`config.mk`:
```
export PLATFORM = sky130hd
export DESIGN_NAME = voxel_slice_cell_locator
export DESIGN_NICKNAME = d
export VERILOG_FILES = /design/src/vscl_pkg.sv /design/src/vscl_slice_table.sv /design/src/voxel_slice_cell_locator.sv
export SDC_FILE = /design/constraint.sdc
export NUM_CORES = 2
export LEC_CHECK = 0
export BUFFER_PORTS_ARGS = -buffer_cell sky130_fd_sc_hd__buf_2
export CORE_ASPECT_RATIO = 1.4
export CORE_MARGIN = 8
export CORE_UTILIZATION = 62
export CTS_CLUSTER_DIAMETER = 100
export DETAILED_ROUTE_END_ITERATION = 8
export MAX_ROUTING_LAYER = met4
export PLACE_DENSITY = 0.81
export SYNTH_ARGS = -nofsm -noshare
export SYNTH_HDL_FRONTEND = slang
export SYNTH_SLANG_ARGS = --single-unit
```
`constraint.sdc`:
```
create_clock -name clk_i -period 11.15 [get_ports clk_i]
set_input_delay 2.7875 -clock clk_i [delete_from_list [all_inputs] [get_ports clk_i]]
set_output_delay 2.7875 -clock clk_i [all_outputs]
set_load 0.03 [all_outputs]
```
`src/vscl_pkg.sv`:
```
// Package: shared constants, word types and table write bundle for the voxel slice locator.
`default_nettype none
package vscl_pkg;

  // Geometry
  localparam int MAX_SLICES  = 16;
  localparam int CUBE_SIZE   = 128;
  localparam int COORD_BITS  = 24;
  localparam int CUBE_SHIFT  = $clog2(CUBE_SIZE);
  localparam int CELL_BITS   = COORD_BITS - CUBE_SHIFT;
  localparam int IDX_BITS    = 17;
  localparam int SLICE_BITS  = 4;
  localparam int COUNT_BITS  = 5;

  // Configuration port
  localparam int CFG_IDX_BITS = 3;
  localparam logic [CFG_IDX_BITS-1:0] REG_LEFT_EDGE   = 3'd0;
  localparam logic [CFG_IDX_BITS-1:0] REG_RIGHT_EDGE  = 3'd1;
  localparam logic [CFG_IDX_BITS-1:0] REG_BACK_EDGE   = 3'd2;
  localparam logic [CFG_IDX_BITS-1:0] REG_FRONT_EDGE  = 3'd3;
  localparam logic [CFG_IDX_BITS-1:0] REG_SLICE_COUNT = 3'd4;

  // Input word function codes
  localparam logic FUNC_LOAD   = 1'b0;
  localparam logic FUNC_LOCATE = 1'b1;

  typedef struct packed {
    logic                          func;
    logic [SLICE_BITS-1:0]         slice_number;
    logic signed [COORD_BITS-1:0]  slice_top;
    logic signed [COORD_BITS-1:0]  slice_bottom;
    logic signed [COORD_BITS-1:0]  point_x;
    logic signed [COORD_BITS-1:0]  point_y;
    logic signed [COORD_BITS-1:0]  point_z;
  } in_word_t;

  typedef struct packed {
    logic                          inside_res;
    logic [IDX_BITS-1:0]           index_x;
    logic [SLICE_BITS-1:0]         index_y;
    logic [IDX_BITS-1:0]           index_z;
    logic signed [COORD_BITS-1:0]  cube_left;
    logic signed [COORD_BITS-1:0]  cube_right;
    logic signed [COORD_BITS-1:0]  cube_back;
    logic signed [COORD_BITS-1:0]  cube_front;
    logic signed [COORD_BITS-1:0]  cube_bottom;
    logic signed [COORD_BITS-1:0]  cube_top;
  } out_word_t;

  // Slice table write bundle
  typedef struct packed {
    logic                          en;
    logic [SLICE_BITS-1:0]         addr;
    logic signed [COORD_BITS-1:0]  top;
    logic signed [COORD_BITS-1:0]  bottom;
  } tbl_wr_t;

endpackage
`default_nettype wire

```
`src/vscl_slice_table.sv`:
```
// Slice limit table: per-entry height compares and one indexed read of the limits.
`default_nettype none
module vscl_slice_table
  import vscl_pkg::*;
(
  input  wire logic                         clk_i,
  input  wire tbl_wr_t                      wr_i,
  input  wire logic signed [COORD_BITS-1:0] point_y_i,
  output logic [MAX_SLICES-1:0]             above_top_o,
  output logic                              below_floor_o,
  input  wire logic [SLICE_BITS-1:0]        rd_addr_i,
  output logic signed [COORD_BITS-1:0]      rd_top_o,
  output logic signed [COORD_BITS-1:0]      rd_bottom_o
);

  logic signed [COORD_BITS-1:0] top_q    [MAX_SLICES];
  logic signed [COORD_BITS-1:0] bottom_q [MAX_SLICES];

  // Entry write, no reset: entries are undefined until loaded
  always_ff @(posedge clk_i) begin
    if (wr_i.en) begin
      top_q[wr_i.addr]    <= wr_i.top;
      bottom_q[wr_i.addr] <= wr_i.bottom;
    end
  end

  // Point above each slice top, in parallel
  always_comb begin
    for (int i = 0; i < MAX_SLICES; i++) begin
      above_top_o[i] = point_y_i > top_q[i];
    end
  end

  // Absolute bottom is slice 0
  assign below_floor_o = point_y_i < bottom_q[0];

  // Limits of the chosen slice
  assign rd_top_o    = top_q[rd_addr_i];
  assign rd_bottom_o = bottom_q[rd_addr_i];

endmodule
`default_nettype wire

```
`src/voxel_slice_cell_locator.sv`:
```
// Top level: three-stage voxel slice cell locator with config registers and slice table.
//
//  channel  | direction | handshake               | word
//  ---------+-----------+-------------------------+-----------------------------------
//  in       | input     | in_valid_i/in_stall_o   | in_word_t (load or locate)
//  out      | output    | out_valid_o/out_stall_i | out_word_t (one per locate)
//  cfg      | input     | cfg_valid_i/cfg_ready_o | cfg_index_i, cfg_data_i
//
// One word per cycle enters while in_stall_o is low; the pipeline is input register,
// compare stage, result register, and a locate result is offered from the result register.
// Loads write the table when they leave the input register and give no result.
// Reset clears valids and edge registers and sets the slice count to 1; table entries are undefined until loaded.
// A stalled output holds its word; stall backs up stage by stage to in_stall_o.
`default_nettype none
module voxel_slice_cell_locator
  import vscl_pkg::*;
(
  input  wire logic                    clk_i,
  input  wire logic                    rst_ni,
  input  wire logic                    in_valid_i,
  output logic                         in_stall_o,
  input  wire in_word_t                in_data_i,
  output logic                         out_valid_o,
  input  wire logic                    out_stall_i,
  output out_word_t                    out_data_o,
  input  wire logic                    cfg_valid_i,
  output logic                         cfg_ready_o,
  input  wire logic [CFG_IDX_BITS-1:0] cfg_index_i,
  input  wire logic [COORD_BITS-1:0]   cfg_data_i
);

  // Config registers
  logic signed [COORD_BITS-1:0] left_q, right_q, back_q, front_q;
  logic [COUNT_BITS-1:0]        count_q;

  assign cfg_ready_o = 1'b1;

  always_ff @(posedge clk_i or negedge rst_ni) begin
    if (!rst_ni) begin
      left_q  <= '0;
      right_q <= '0;
      back_q  <= '0;
      front_q <= '0;
      count_q <= COUNT_BITS'(1);
    end else if (cfg_valid_i) begin
      case (cfg_index_i)
        REG_LEFT_EDGE:   left_q  <= cfg_data_i;
        REG_RIGHT_EDGE:  right_q <= cfg_data_i;
        REG_BACK_EDGE:   back_q  <= cfg_data_i;
        REG_FRONT_EDGE:  front_q <= cfg_data_i;
        REG_SLICE_COUNT: count_q <= cfg_data_i[COUNT_BITS-1:0];
        default: ;
      endcase
    end
  end

  // Stage enables
  logic s1_valid_q, s2_valid_q, out_valid_q;
  logic s1_en, s2_en, out_en;

  assign out_en     = !out_valid_q || !out_stall_i;
  assign s2_en      = !s2_valid_q || out_en;
  assign s1_en      = !s1_valid_q || s2_en;
  assign in_stall_o = !s1_en;

  // Stage 1: input register
  in_word_t s1_q;

  always_ff @(posedge clk_i or negedge rst_ni) begin
    if (!rst_ni) begin
      s1_valid_q <= 1'b0;
    end else if (s1_en) begin
      s1_valid_q <= in_valid_i;
    end
  end

  always_ff @(posedge clk_i) begin
    if (s1_en && in_valid_i) begin
      s1_q <= in_data_i;
    end
  end

  // Slice table; a load writes as it leaves stage 1
  tbl_wr_t                      tbl_wr;
  logic [MAX_SLICES-1:0]        above_top;
  logic                         below_floor;
  logic [SLICE_BITS-1:0]        slice_sel;
  logic signed [COORD_BITS-1:0] sel_top, sel_bottom;

  assign tbl_wr.en     = s1_valid_q && (s1_q.func == FUNC_LOAD) && s2_en;
  assign tbl_wr.addr   = s1_q.slice_number;
  assign tbl_wr.top    = s1_q.slice_top;
  assign tbl_wr.bottom = s1_q.slice_bottom;

  vscl_slice_table u_table (
    .clk_i         (clk_i),
    .wr_i          (tbl_wr),
    .point_y_i     (s1_q.point_y),
    .above_top_o   (above_top),
    .below_floor_o (below_floor),
    .rd_addr_i     (slice_sel),
    .rd_top_o      (sel_top),
    .rd_bottom_o   (sel_bottom)
  );

  // Stage 1 logic: edge checks and floor cells
  logic xz_out;
  assign xz_out = (s1_q.point_x < left_q) || (s1_q.point_x > right_q) ||
                  (s1_q.point_z < back_q) || (s1_q.point_z > front_q);

  // Stage 2 registers
  logic                        s2_out_q;
  logic [MAX_SLICES-1:0]       s2_above_q;
  logic signed [CELL_BITS-1:0] s2_ix_q, s2_iz_q;

  always_ff @(posedge clk_i or negedge rst_ni) begin
    if (!rst_ni) begin
      s2_valid_q <= 1'b0;
    end else if (s2_en) begin
      s2_valid_q <= s1_valid_q && (s1_q.func == FUNC_LOCATE);
    end
  end

  always_ff @(posedge clk_i) begin
    if (s2_en) begin
      s2_out_q   <= xz_out || below_floor;
      s2_above_q <= above_top;
      s2_ix_q    <= s1_q.point_x[COORD_BITS-1:CUBE_SHIFT];
      s2_iz_q    <= s1_q.point_z[COORD_BITS-1:CUBE_SHIFT];
    end
  end

  // Last slice in use, count clamped to 1..MAX_SLICES
  logic [SLICE_BITS-1:0] last_slice;
  always_comb begin
    if (count_q == '0) begin
      last_slice = '0;
    end else if (count_q > COUNT_BITS'(MAX_SLICES)) begin
      last_slice = SLICE_BITS'(MAX_SLICES - 1);
    end else begin
      last_slice = SLICE_BITS'(count_q - COUNT_BITS'(1));
    end
  end

  // First slice whose top is not below the point, else the last one
  always_comb begin
    slice_sel = last_slice;
    for (int i = MAX_SLICES - 1; i >= 0; i--) begin
      if ((SLICE_BITS'(i) < last_slice) && !s2_above_q[i]) begin
        slice_sel = SLICE_BITS'(i);
      end
    end
  end

  // Edge cells, truncated toward zero
  logic signed [COORD_BITS-1:0] left_adj, back_adj;
  logic signed [CELL_BITS-1:0]  left_cell, back_cell;

  assign left_adj  = left_q + (left_q[COORD_BITS-1] ? COORD_BITS'(CUBE_SIZE - 1) : '0);
  assign back_adj  = back_q + (back_q[COORD_BITS-1] ? COORD_BITS'(CUBE_SIZE - 1) : '0);
  assign left_cell = left_adj[COORD_BITS-1:CUBE_SHIFT];
  assign back_cell = back_adj[COORD_BITS-1:CUBE_SHIFT];

  // Stage 2 logic: result word
  logic      outside;
  out_word_t res;
  logic [CELL_BITS-1:0] dx, dz;

  assign outside = s2_out_q || s2_above_q[last_slice];
  assign dx      = s2_ix_q - left_cell;
  assign dz      = s2_iz_q - back_cell;

  always_comb begin
    res = '0;
    if (!outside) begin
      res.inside_res  = 1'b1;
      res.index_x     = IDX_BITS'(dx);
      res.index_y     = slice_sel;
      res.index_z     = IDX_BITS'(dz);
      res.cube_left   = {s2_ix_q, {CUBE_SHIFT{1'b0}}};
      res.cube_right  = {s2_ix_q, {CUBE_SHIFT{1'b1}}};
      res.cube_back   = {s2_iz_q, {CUBE_SHIFT{1'b0}}};
      res.cube_front  = {s2_iz_q, {CUBE_SHIFT{1'b1}}};
      res.cube_bottom = sel_bottom;
      res.cube_top    = sel_top;
    end
  end

  // Stage 3: output register
  out_word_t out_q;

  always_ff @(posedge clk_i or negedge rst_ni) begin
    if (!rst_ni) begin
      out_valid_q <= 1'b0;
    end else if (out_en) begin
      out_valid_q <= s2_valid_q;
    end
  end

  always_ff @(posedge clk_i) begin
    if (out_en && s2_valid_q) begin
      out_q <= res;
    end
  end

  assign out_valid_o = out_valid_q;
  assign out_data_o  = out_q;

  // Checks
  a_stall_only_when_full: assert property (@(posedge clk_i) disable iff (!rst_ni)
    in_stall_o |-> s1_valid_q && s2_valid_q && out_valid_q && out_stall_i)
    else $error("input stalled with room in the pipeline");

  a_outside_zero: assert property (@(posedge clk_i) disable iff (!rst_ni)
    out_valid_o && !out_data_o.inside_res |-> out_data_o == '0)
    else $error("outside result carries nonzero fields");

  a_cube_span: assert property (@(posedge clk_i) disable iff (!rst_ni)
    out_valid_o && out_data_o.inside_res |->
      out_data_o.cube_right == (out_data_o.cube_left | COORD_BITS'(CUBE_SIZE - 1)))
    else $error("cube right side does not match cube left side");

  a_no_write_under_stall: assert property (@(posedge clk_i) disable iff (!rst_ni)
    tbl_wr.en |-> !(s2_valid_q && !out_en))
    else $error("table written while an older locate is held in stage 2");

endmodule
`default_nettype wire

```
==> impl_metrics.ini <==
[status]
status = complete, no violations

[global_routing]
groute.usage.overall = 0.319
grt_start_max_net_pins = 181
grt_overflow = 0
grt_pass1_vias = 40500
antenna_found_initial = 2
grt_pass1_wl_mm = 246

[detailed_routing]
wl_met1_mm = 56.9
route.final.wire_length_mm = 167
post-route-drc-count = 0
wire_per_inst_um = 27.0
ant_nets = 0
top_layer = met4
routed-wl-met2_mm = 82.0
drt-pass1-iter-count = 8
vias = 39800
viasPerCell = 6.42
met3_length_mm = 13.3
drt_iter0_markers = 3789

[timing]
tightest_slew_ns = 1.22
slew_violations = 0
fmaxAchievable_mhz = 163
relSlewSlack = 0.183
skew_ns = 0.0391
period_share = 0.551
setup_viol = 0
rsz0062_at_grt = false
hold_ws_ns = 0.505
period_needed_ns = 6.15
fin_setup_tns_ns = 0
hold_viol = 0

[clock_network]
clock_latency_ns = 0.74
path_clk_slew_ns = 0.06
cts_resized = 0
htreeDepth = 3
clock_path_buffers = 3
cts_tree = built
clockRootBuffer = clkbuf_16
holdBufCountCts = 0
cts_buffers = 108
clock_sinks = 1169
cts_setup_buffers = 0

[power_and_ir_drop]
ir_drop_uv = 282
p_per_area_nw_per_um2 = 179
p_leak_nw = 27.3

[worst_setup_path]
r2r-end = out_data_o[21]
critPathRequiredTime_ns = 8.36
reg2reg_depth = 13
critical_path_class = in -> out
reg2reg_from = count_q[0]
rrSetupSlack_ns = 5.35
cp-start-kind = input pin
worstPathArrival_ns = 3.36
crit_path_end_kind = output pin
cp_max_fo = 4

[final_layout]
utilization = 0.690
area_growth_syn_to_layout_pct = 11.0
drive_above_1_share = 0.141
nNetsFinal = 5582

[yosys]
ys_ff_latch = 1169
seq_area_frac_synth = 0.587
ys.flop_type = edfxtp_1
synth.distinct_cells = 91
synth_edf_count = 1065
avgSynthCellArea_um2 = 12.9
syn_area_um2 = 58900
yosysWarnings = 0
syn_inst = 4570
synthArstFlopShare = 0.0890

[die]
die_area_um2 = 105000
fp.dieH_um = 381
io_pins = 343
chipWidth_um = 276
coreArea_um2 = 94700
core.rowCount = 134
start_util = 0.622

[hold_path]
worstHoldEndpoint = front_q[1]
hold_class = reg -> reg
hold_depth = 1
hold_path_startpoint = front_q[1]

[run]
drv_cap = 0

[place]
hpwlAfterDp_mm = 114
port_buffers = 327
place.gp.congestion = 0.954
==> synth_stat cells, types with 32 or more instances <==
cell type  number  area [um2]
edfxtp_1     1065       32000
ha_1          546        6830
inv_1         524        1970
nand2_1       282        1060
mux2i_1       223        2230
o21ai_0       196         981
nor2_1        184         691
a21oi_1       138         691
a21o_1        113         848
nand4_1       110         688
dfrtp_1       103        2580
a221oi_1       97         850
o22ai_1        97         607
buf_4          82         616
o21a_1         77         578
clkbuf_1       67         251
nor2b_1        66         413
xnor2_1        49         429
a32o_1         47         470
o41ai_2        45         732
buf_2          44         220
and2_1         43         269
nor3_1         38         190
nand2b_1       32         200
==> metrics by stage <==
stage	cells	instance area [um2]	total power (W)	setup WS, ns
floorplan	4583	58900	0.00712	2.29
global placement	5991	61600	0.00777	5.00
detailed placement	5991	61600	0.00784	5.00
CTS	6191	65400	0.0117	4.99
global route	6192	65400	0.0121	4.95
finish	6195	65400	0.0117	5.00
==> area by class of cell <==
| type | count | area [um2] |
|---|---|---|
| sequential | 1169 | 34600 |
| fill | 6509 | 29300 |
| multi-input combinational | 2684 | 21400 |
| clock buffer | 126 | 2810 |
| timing repair buffer | 389 | 2130 |
| inverter | 525 | 1970 |
| tap | 1224 | 1530 |
| clock inverter | 74 | 923 |
| antenna | 4 | 10.0 |
==> how the worst max path moves through the flow <==
stage | startpoint | end | slack, ns | depth (start not counted)
final | out_stall_i | in_stall_o | 5.00 | 4
after global routing | out_stall_i | in_stall_o | 4.95 | 4
after detailed placement | out_stall_i | in_stall_o | 5.00 | 4
after global placement | out_stall_i | in_stall_o | 5.00 | 4
after CTS | out_stall_i | in_stall_o | 4.99 | 4
after floorplan | out_stall_i | out_data_o[0] | 2.29 | 1
==> kinds of logic after synthesis <==
| kind of cell | share of synthesized area |
|---|---|
| AOI/OAI and AO/OA | 0.117 |
| xor gates and xnor gates | 0.00916 |
| adders and majority gates | 0.117 |
| buffers and inverters | 0.0537 |
| DFF | 0.587 |
| muxes | 0.0435 |
| other | 0.000128 |
| and+or+nand+nor | 0.0713 |
==> state kept, by name, summed over array words and instances, names as in the netlist <==
signal / cells
back_q: 24
count_q: 5
front_q: 24
left_q: 24
out_data_o: 121
out_valid_o: 1
right_q: 24
s1_q: 125
s1_valid_q: 1
s2_above_q: 16
s2_ix_q: 17
s2_iz_q: 17
s2_out_q: 1
s2_valid_q: 1
u_table.bottom_q: 384
u_table.top_q: 384
==> layout by cell type (no fill, tap or decap), drive strengths merged, types with 126 or more instances in the layout <==
master  instances
edfxtp       1065
ha            546
inv           528
buf           389
nand2         282
mux2i         223
o21ai         201
nor2          186
a21oi         138
clkbuf        126
==> layer usage <==
metal / GRT usage / vias to the layer above
li1: - / 17700
met1: 0.339 / 19300
met2: 0.534 / 2189
met3: 0.0514 / 605
met4: 0.249 / 0
met5: - / -
==> critical path, cell delays in order <==
cell	delay, ns
buf_2	0.14
nand4_1	0.15
inv_1	0.08
buf_2	0.19
==> where the power goes <==
part | leakage, nW | switching, W | internal [W]
Clock | 1.79 | 0.00169 | 0.00219
Combinational | 14.4 | 0.00167 | 0.000944
Sequential | 11.1 | 0.000182 | 0.00500
(Power assumes the default switching activity.)
